### src/sv/etfi_pkg.sv
// Package for the escape-time fractal iterator.
// Holds fixed widths, register codes, reset values and the shared types.
// No dependencies; every other file refers to it by scoped names.
`default_nettype none

package etfi_pkg;

  localparam int COORD_W    = 32;
  localparam int FRAC_W     = 28;
  localparam int MAG_W      = COORD_W + 4;
  localparam int ITER_W     = 16;
  localparam int PIX_W      = 12;
  localparam int DIM_W      = 13;
  localparam int STEP_W     = 31;
  localparam int LIM_W      = 31;
  localparam int CFG_IDX_W  = 3;
  localparam int CFG_DATA_W = 32;

  localparam logic [DIM_W-1:0] MAX_DIM = DIM_W'(4096);

  localparam logic [COORD_W-1:0] CENTER_RE_RST = 32'hF800_0000;
  localparam logic [COORD_W-1:0] CENTER_IM_RST = '0;
  localparam logic [STEP_W-1:0]  STEP_RST      = 31'h4000_0000;
  localparam logic [DIM_W-1:0]   DIM_RST       = DIM_W'(1);
  localparam logic [ITER_W-1:0]  MAX_ITER_RST  = ITER_W'(8192);
  localparam logic [LIM_W-1:0]   ESC_LIM_RST   = 31'h4000_0000;

  typedef enum logic [CFG_IDX_W-1:0] {
    REG_CENTER_RE  = 3'd0,
    REG_CENTER_IM  = 3'd1,
    REG_PIXEL_STEP = 3'd2,
    REG_WIDTH      = 3'd3,
    REG_HEIGHT     = 3'd4,
    REG_MAX_ITER   = 3'd5,
    REG_JULIA      = 3'd6,
    REG_ESC_LIMIT  = 3'd7
  } cfg_addr_t;

  typedef struct packed {
    logic signed [COORD_W-1:0] center_re;
    logic signed [COORD_W-1:0] center_im;
    logic [STEP_W-1:0]         pixel_step;
    logic [DIM_W-1:0]          width;
    logic [DIM_W-1:0]          height;
    logic [ITER_W-1:0]         max_iterations;
    logic                      julia_mode;
    logic [LIM_W-1:0]          escape_limit_sq;
  } cfg_t;

  typedef enum logic [2:0] {
    ST_IDLE,
    ST_MAP,
    ST_LOAD,
    ST_ITER,
    ST_HOLD
  } ctrl_state_t;

  typedef struct packed {
    logic take;
    logic map;
    logic load;
    logic step;
    logic emit;
  } dp_cmd_t;

  typedef struct packed {
    logic stop;
  } dp_stat_t;

endpackage

`default_nettype wire

### src/sv/etfi_ctrl.sv
// Sequencer of the fractal iterator: pixel handshake, step commands, result slot.
// Depends on etfi_pkg for the state, command and status types.
`default_nettype none

module etfi_ctrl (
  input  wire logic               clk,
  input  wire logic               rst,
  input  wire logic               pixel_valid,
  output logic                    pixel_stall,
  output logic                    result_valid,
  input  wire logic               result_stall,
  output etfi_pkg::dp_cmd_t       cmd,
  input  wire etfi_pkg::dp_stat_t stat
);

  etfi_pkg::ctrl_state_t state, state_next;
  logic                  res_valid, res_valid_next;
  logic                  slot_free;

  assign slot_free    = !res_valid || !result_stall;
  assign pixel_stall  = (state != etfi_pkg::ST_IDLE);
  assign result_valid = res_valid;

  always_ff @(posedge clk) begin
    if (rst) begin
      state     <= etfi_pkg::ST_IDLE;
      res_valid <= 1'b0;
    end else begin
      state     <= state_next;
      res_valid <= res_valid_next;
    end
  end

  always_comb begin
    state_next = state;
    cmd        = '0;
    unique case (state)
      etfi_pkg::ST_IDLE: begin
        if (pixel_valid) begin
          cmd.take   = 1'b1;
          state_next = etfi_pkg::ST_MAP;
        end
      end
      etfi_pkg::ST_MAP: begin
        cmd.map    = 1'b1;
        state_next = etfi_pkg::ST_LOAD;
      end
      etfi_pkg::ST_LOAD: begin
        cmd.load   = 1'b1;
        state_next = etfi_pkg::ST_ITER;
      end
      etfi_pkg::ST_ITER: begin
        if (!stat.stop) begin
          cmd.step = 1'b1;
        end else if (slot_free) begin
          cmd.emit   = 1'b1;
          state_next = etfi_pkg::ST_IDLE;
        end else begin
          state_next = etfi_pkg::ST_HOLD;
        end
      end
      etfi_pkg::ST_HOLD: begin
        if (slot_free) begin
          cmd.emit   = 1'b1;
          state_next = etfi_pkg::ST_IDLE;
        end
      end
      default: state_next = etfi_pkg::ST_IDLE;
    endcase
  end

  always_comb begin
    res_valid_next = res_valid;
    if (cmd.emit) begin
      res_valid_next = 1'b1;
    end else if (res_valid && !result_stall) begin
      res_valid_next = 1'b0;
    end
  end

  a_take_starts_map: assert property (@(posedge clk) disable iff (rst)
    (pixel_valid && !pixel_stall) |=> (state == etfi_pkg::ST_MAP))
    else $error("accepted pixel did not start mapping");

  a_step_emit_excl: assert property (@(posedge clk) disable iff (rst)
    !(cmd.step && cmd.emit))
    else $error("step and emit issued together");

  a_emit_shows: assert property (@(posedge clk) disable iff (rst)
    cmd.emit |=> result_valid)
    else $error("emitted word not presented");

endmodule

`default_nettype wire

### config.mk
export PLATFORM = sky130hd
export DESIGN_NAME = etfi_ctrl
export DESIGN_NICKNAME = d
export VERILOG_FILES = /design/src/sv/etfi_pkg.sv /design/src/sv/etfi_ctrl.sv
export SDC_FILE = /design/constraint.sdc
export NUM_CORES = 1
export LEC_CHECK = 0
export BUFFER_PORTS_ARGS = -buffer_cell sky130_fd_sc_hd__buf_2
export CAP_MARGIN = 20
export CORE_AREA = 2 2 39 41
export DETAILED_ROUTE_END_ITERATION = 8
export DIE_AREA = 0 0 41 43
export HOLD_SLACK_MARGIN = 0.15
export PLACE_DENSITY = 0.36
export SYNTH_ARGS = -nofsm -noshare
export SYNTH_HDL_FRONTEND = slang
export SYNTH_SLANG_ARGS = --single-unit
### constraint.sdc
create_clock -name clk -period 1.3 [get_ports clk]
set_input_delay 0.13 -clock clk [delete_from_list [all_inputs] [get_ports clk]]
set_output_delay 0.13 -clock clk [all_outputs]
set_load 0.02 [all_outputs]
# --- After elaboration in Yosys (flattened, before gate mapping) ---
# Cells that the tools add are included.
# W data, S select, Z words.
classes:
  eq_ne: 7
  n_reduce_logical: 8
  muxes: 16
op_table:
  columns: ["cell", "count"]
  rows:
  - ["$pmux W3 S5", 1]
  - ["$mux W3", 4]
  - ["$mux W1", 10]
  - ["$eq A3 B2 Y1 const B", 2]
  - ["$ne A2 B2 Y1 const B", 3]
  - ["$eq A3 B1 Y1 const B", 1]
  - ["$eq A3 B3 Y1 const B", 1]
  - ["$logic_not A3 Y1", 1]
  - ["$reduce_and A3 Y1", 1]
  - ["$reduce_bool A3 Y1", 1]
  - ["$logic_not A1 Y1", 2]
  - ["$pmux W1 S2", 1]
  - ["$reduce_bool A2 Y1", 1]
  - ["$logic_and A1 B1 Y1", 1]
  - ["$logic_or A1 B1 Y1", 1]
totals:
  output_inout_bits: 7
  ff_bits: 4
  wordCells: 33

# --- Depth between registers and ports, before layout ---
logic_depth:
  ltp_word: 6
  depth_mapped: 4
  depth_no_buf: 2

# --- Worst setup path before layout ---
# No wires, ideal clock.
synth_path:
  path_kind: "reg2out"
  start: "register state[0]"
  end: "output port cmd[4] (netlist name)"
  required_ns: 1.170
  arrival_ns: 1.194
  stages_incl_launch_ff: 4
  setup_slack_ns: -0.024
  n_path_buf: 1
  path_cell_list: "dfxtp_1 -> buf_6 -> or3_1 -> nor2_1"
synth_rtl:
  columns: ["item", "line_no", "source"]
  rows:
  - ["start, declared", "etfi_ctrl.sv:16", "etfi_pkg::ctrl_state_t state, state_next;"]
  - ["start signal, assigned", "etfi_ctrl.sv:26", "state <= etfi_pkg::ST_IDLE;"]
  - ["start signal, assigned", "etfi_ctrl.sv:29", "state <= state_next;"]
  - ["end, declared", "etfi_ctrl.sv:12", "output etfi_pkg::dp_cmd_t cmd,"]

==> impl_metrics.prom <==
# TYPE chip_impl_metric gauge
chip_impl_info{name="status",value="finished with violations"} 1
chip_impl_info{name="violated_checks",value="setup timing"} 1
chip_impl_metric{name="layout.cell_area.non_filler",unit="µm²"} 367
chip_impl_metric{name="die_width",unit="µm"} 41
chip_impl_metric{name="wl_per_cell",unit="µm"} 9.68
chip_impl_metric{name="grt_pass1_wl",unit="µm"} 786
chip_impl_info{name="capturing_element_type_of_the_critical_path",value="primary output"} 1
chip_impl_metric{name="netlist_area_before_placement",unit="µm²"} 230
chip_impl_metric{name="cts.htree.levels",unit=""} 1
chip_impl_metric{name="final-max-slew-violation-count",unit=""} 0
chip_impl_metric{name="fin_nets",unit=""} 47
chip_impl_metric{name="syn_area_per_cell",unit="µm²"} 9.59
chip_impl_metric{name="drt_drc_violations_left",unit=""} 0
chip_impl_metric{name="area_of_the_multi_input_gates",unit="µm²"} 134
chip_impl_metric{name="maximum_ir_drop_on_the_vdd_rail",unit="µV"} 386
chip_impl_metric{name="final_critical_path_setup_slack",unit="ps"} -78.5
chip_impl_metric{name="die_y",unit="µm"} 43
chip_impl_metric{name="first_global_vias",unit=""} 213
chip_impl_metric{name="sequentialPowerShare",unit="%"} 36.7
chip_impl_metric{name="via_count",unit=""} 239
chip_impl_metric{name="postSynthCellCount",unit=""} 24
chip_impl_metric{name="ioPinCount",unit=""} 12
chip_impl_metric{name="worst_slew_pin_slew",unit="ps"} 197
chip_impl_info{name="gr-max-usage-layer",value="met4"} 1
chip_impl_metric{name="final-setup-viol-count",unit=""} 3
chip_impl_metric{name="worst_skew_pair.late_latency",unit="ps"} 230
chip_impl_info{name="type_of_the_most_critical_hold_path",value="in2reg"} 1
chip_impl_metric{name="drt_first_pass_iters",unit=""} 2
chip_impl_metric{name="area_growth_syn_to_layout",unit="%"} 59.2
chip_impl_metric{name="place_congestion",unit=""} 0.741
chip_impl_metric{name="crit_fanout",unit=""} 6
chip_impl_metric{name="p_switching",unit="mW"} 0.103
chip_impl_metric{name="synth-seq-cells",unit=""} 4
chip_impl_metric{name="synth_cell_type_count",unit=""} 19
chip_impl_info{name="layout.cells.most_common",value="sky130_fd_sc_hd__buf_2"} 1
chip_impl_metric{name="hold_viol_final",unit=""} 0
chip_impl_metric{name="antenna-diode-count",unit=""} 0
chip_impl_metric{name="cts-buffers-inserted",unit=""} 3
chip_impl_metric{name="power.combinational.fraction",unit="%"} 21.8
chip_impl_info{name="tritoncts",value="done"} 1
chip_impl_metric{name="number_of_rows_in_the_core_area",unit=""} 14
chip_impl_info{name="rsz0062_at_grt",value="true"} 1
chip_impl_metric{name="drv_cap",unit=""} 0
chip_impl_metric{name="critical_path_required",unit="ps"} 1170
chip_impl_metric{name="final.setup_skew",unit="ps"} 0.918
chip_impl_metric{name="grt.met2_usage",unit="%"} 9.69
chip_impl_metric{name="max-clock-path-buffers",unit=""} 2
chip_impl_metric{name="grt_start_max_net_pins",unit=""} 10
chip_impl_metric{name="number_of_fill_cells_in_the_layout",unit=""} 146
chip_impl_metric{name="power.leakage",unit="nW"} 0.167
chip_impl_metric{name="clkPwrFrac",unit="%"} 41.5
chip_impl_info{name="synth_largest_area_cell",value="sky130_fd_sc_hd__dfxtp_1"} 1
chip_impl_metric{name="syn_nets",unit=""} 29
chip_impl_info{name="cts_root_buffer",value="sky130_fd_sc_hd__clkbuf_4"} 1
chip_impl_metric{name="drtIter0Drc",unit=""} 4
chip_impl_metric{name="placed_cells",unit=""} 50
chip_impl_metric{name="start_util",unit="%"} 16.6
chip_impl_metric{name="netSwitchingFraction",unit="%"} 27.6
chip_impl_metric{name="routed_via_density",unit=""} 4.27
chip_impl_metric{name="dpl.hpwl",unit="µm"} 364
chip_impl_metric{name="aggregate_global_route_resource_usage",unit="%"} 7.34
chip_impl_metric{name="data_arrival_time_of_the_worst_path",unit="ps"} 1250
chip_impl_metric{name="placed_cell_area",unit="µm²"} 297
chip_impl_metric{name="synth_seq_area_share",unit="%"} 34.8
chip_impl_metric{name="grt.overflow.total",unit=""} 0
chip_impl_metric{name="coreArea",unit="µm²"} 1380
chip_impl_metric{name="drive_above_1_share",unit="%"} 65.0
chip_impl_metric{name="clock_sink_count",unit=""} 4
chip_impl_metric{name="storage_element_area",unit="µm²"} 91.3
chip_impl_metric{name="postRouteAntennaNets",unit=""} 0
chip_impl_metric{name="post_layout_nonfiller_instances",unit=""} 56
chip_impl_metric{name="port_buffers",unit=""} 11
chip_impl_metric{name="met1_resource_use_gr",unit="%"} 6.77
chip_impl_info{name="cp-start-kind",value="flop"} 1
chip_impl_info{name="post_synth_main_area_contributors",value="sky130_fd_sc_hd__dfxtp_1, sky130_fd_sc_hd__nor3b_1, sky130_fd_sc_hd__a211oi_2, sky130_fd_sc_hd__and4bb_2, sky130_fd_sc_hd__buf_6"} 1
chip_impl_metric{name="path_clk_slew",unit="ps"} 40
chip_impl_metric{name="synth-warning-count",unit=""} 0
chip_impl_info{name="crit_type",value="reg2out"} 1
chip_impl_metric{name="max_slew_margin",unit="%"} 86.8
chip_impl_metric{name="final_min_period_over_clock_period",unit="%"} 106
chip_impl_metric{name="power_density",unit="nW/µm²"} 1010
chip_impl_metric{name="gr-usage-met3",unit="%"} 1.57
chip_impl_metric{name="period_needed",unit="ps"} 1380
chip_impl_metric{name="dieArea",unit="µm²"} 1760
chip_impl_metric{name="max_clk_rate",unit="MHz"} 725
chip_impl_metric{name="grt_antenna_before_repair",unit=""} 0
chip_impl_info{name="most-common-layout-cells",value="sky130_fd_sc_hd__buf_2, sky130_fd_sc_hd__buf_4, sky130_fd_sc_hd__clkbuf_4, sky130_fd_sc_hd__dfxtp_4, sky130_fd_sc_hd__nor3b_1"} 1
chip_impl_metric{name="internal_power",unit="mW"} 0.269
chip_impl_metric{name="routed_wirelength",unit="µm"} 542
chip_impl_metric{name="netlist.area_leader.share",unit="%"} 34.8
==> power groups by stage <==
| stage | combinational [mW] | clock [mW] | sequential, mW |
|---|---|---|---|
| 2_1_floorplan | 0.0544 | 0 | 0.137 |
| 3_3_place_gp | 0.0688 | 0 | 0.143 |
| 3_5_place_dp | 0.0688 | 0 | 0.143 |
| 4_1_cts | 0.0812 | 0.162 | 0.136 |
| 5_1_grt | 0.0864 | 0.164 | 0.137 |
| 6_report | 0.0809 | 0.154 | 0.136 |
==> synthesized netlist by cell type (all sizes together) <==
cell / count
buf: 2
or3: 1
a31oi: 1
inv: 1
nor4: 1
nor3b: 2
a211oi: 2
nand2: 1
and4bb: 1
and3: 1
or3b: 1
nand2b: 1
a21boi: 1
nand4b: 1
dfxtp: 4
a21bo: 1
nor2: 2
==> layout make-up <==
type | instances | share of cell area (%)
Multi-Input combinational cell | 17 | 36.5
Timing Repair Buffer | 15 | 25.9
Sequential cell | 4 | 24.9
Clock buffer | 3 | 6.14
Tap cell | 16 | 5.46
Inverter | 1 | 1.02
==> worst max-delay path, cell delays in order (launching register included) <==
cell                       delay [ps]
sky130_fd_sc_hd__dfxtp_4          360
sky130_fd_sc_hd__or3b_4           390
sky130_fd_sc_hd__a21boi_2         120
sky130_fd_sc_hd__buf_4            150
==> stage by stage <==
stage	total power [mW]	hold slack, ps	util, %	setup slack, ps	TNS, ps
5_1_grt	0.388	178	26.5	-139	-251
4_1_cts	0.380	163	26.0	-123	-216
3_5_place_dp	0.212	353	21.4	71.6	0
6_report	0.372	168	26.5	-78.5	-129
2_1_floorplan	0.192	199	-	55.1	0
3_3_place_gp	0.212	358	21.4	64.1	0
==> sequential cells by signal (all words and copies together) (netlist names) <==
signal        flops
result_valid      1
state             3
==> cell families after synthesis <==
kind of cell | count (synthesis) | share of synthesized area [%]
compound gates | 5 | 19.0
buf+inv | 3 | 9.78
flops | 4 | 34.8
simple gates | 12 | 36.4
==> per-layer routing <==
| layer | part of all wire [%] | vias up |
|---|---|---|
| met3 | 3.7 | 4 |
| met4 | 6.5 | 0 |
| met1 | 39 | 105 |
| met2 | 51 | 7 |
| li1 | - | 123 |
| met5 | 0 | - |
==> what timing repair did <==
| action | 4_1_cts | 5_1_grt |
|---|---|---|
| hold buffers | 1 | 0 |
| pin swaps | 2 | 1 |
| gates resized for setup | 8 | 2 |
| endpoints found under the setup margin | 4 | 4 |
| endpoints found under the hold margin | 4 | 0 |
| setup buffers | 2 | 0 |
==> path summary, 6_finish.rpt <==
| path | from | endpoint | slack [ps] | cells past startpoint |
|---|---|---|---|---|
| worst min register to register | state[2] | state[1] | 450 | 1 |
| worst max register to register | state[2] | state[2] | 170 | 3 |
| worst min-delay path | pixel_valid | state[0] | 170 | 3 |
| worst max-delay path | state[2] | cmd[0] | -80 | 3 |
Note: power is estimated with default switching activity, not from simulation.
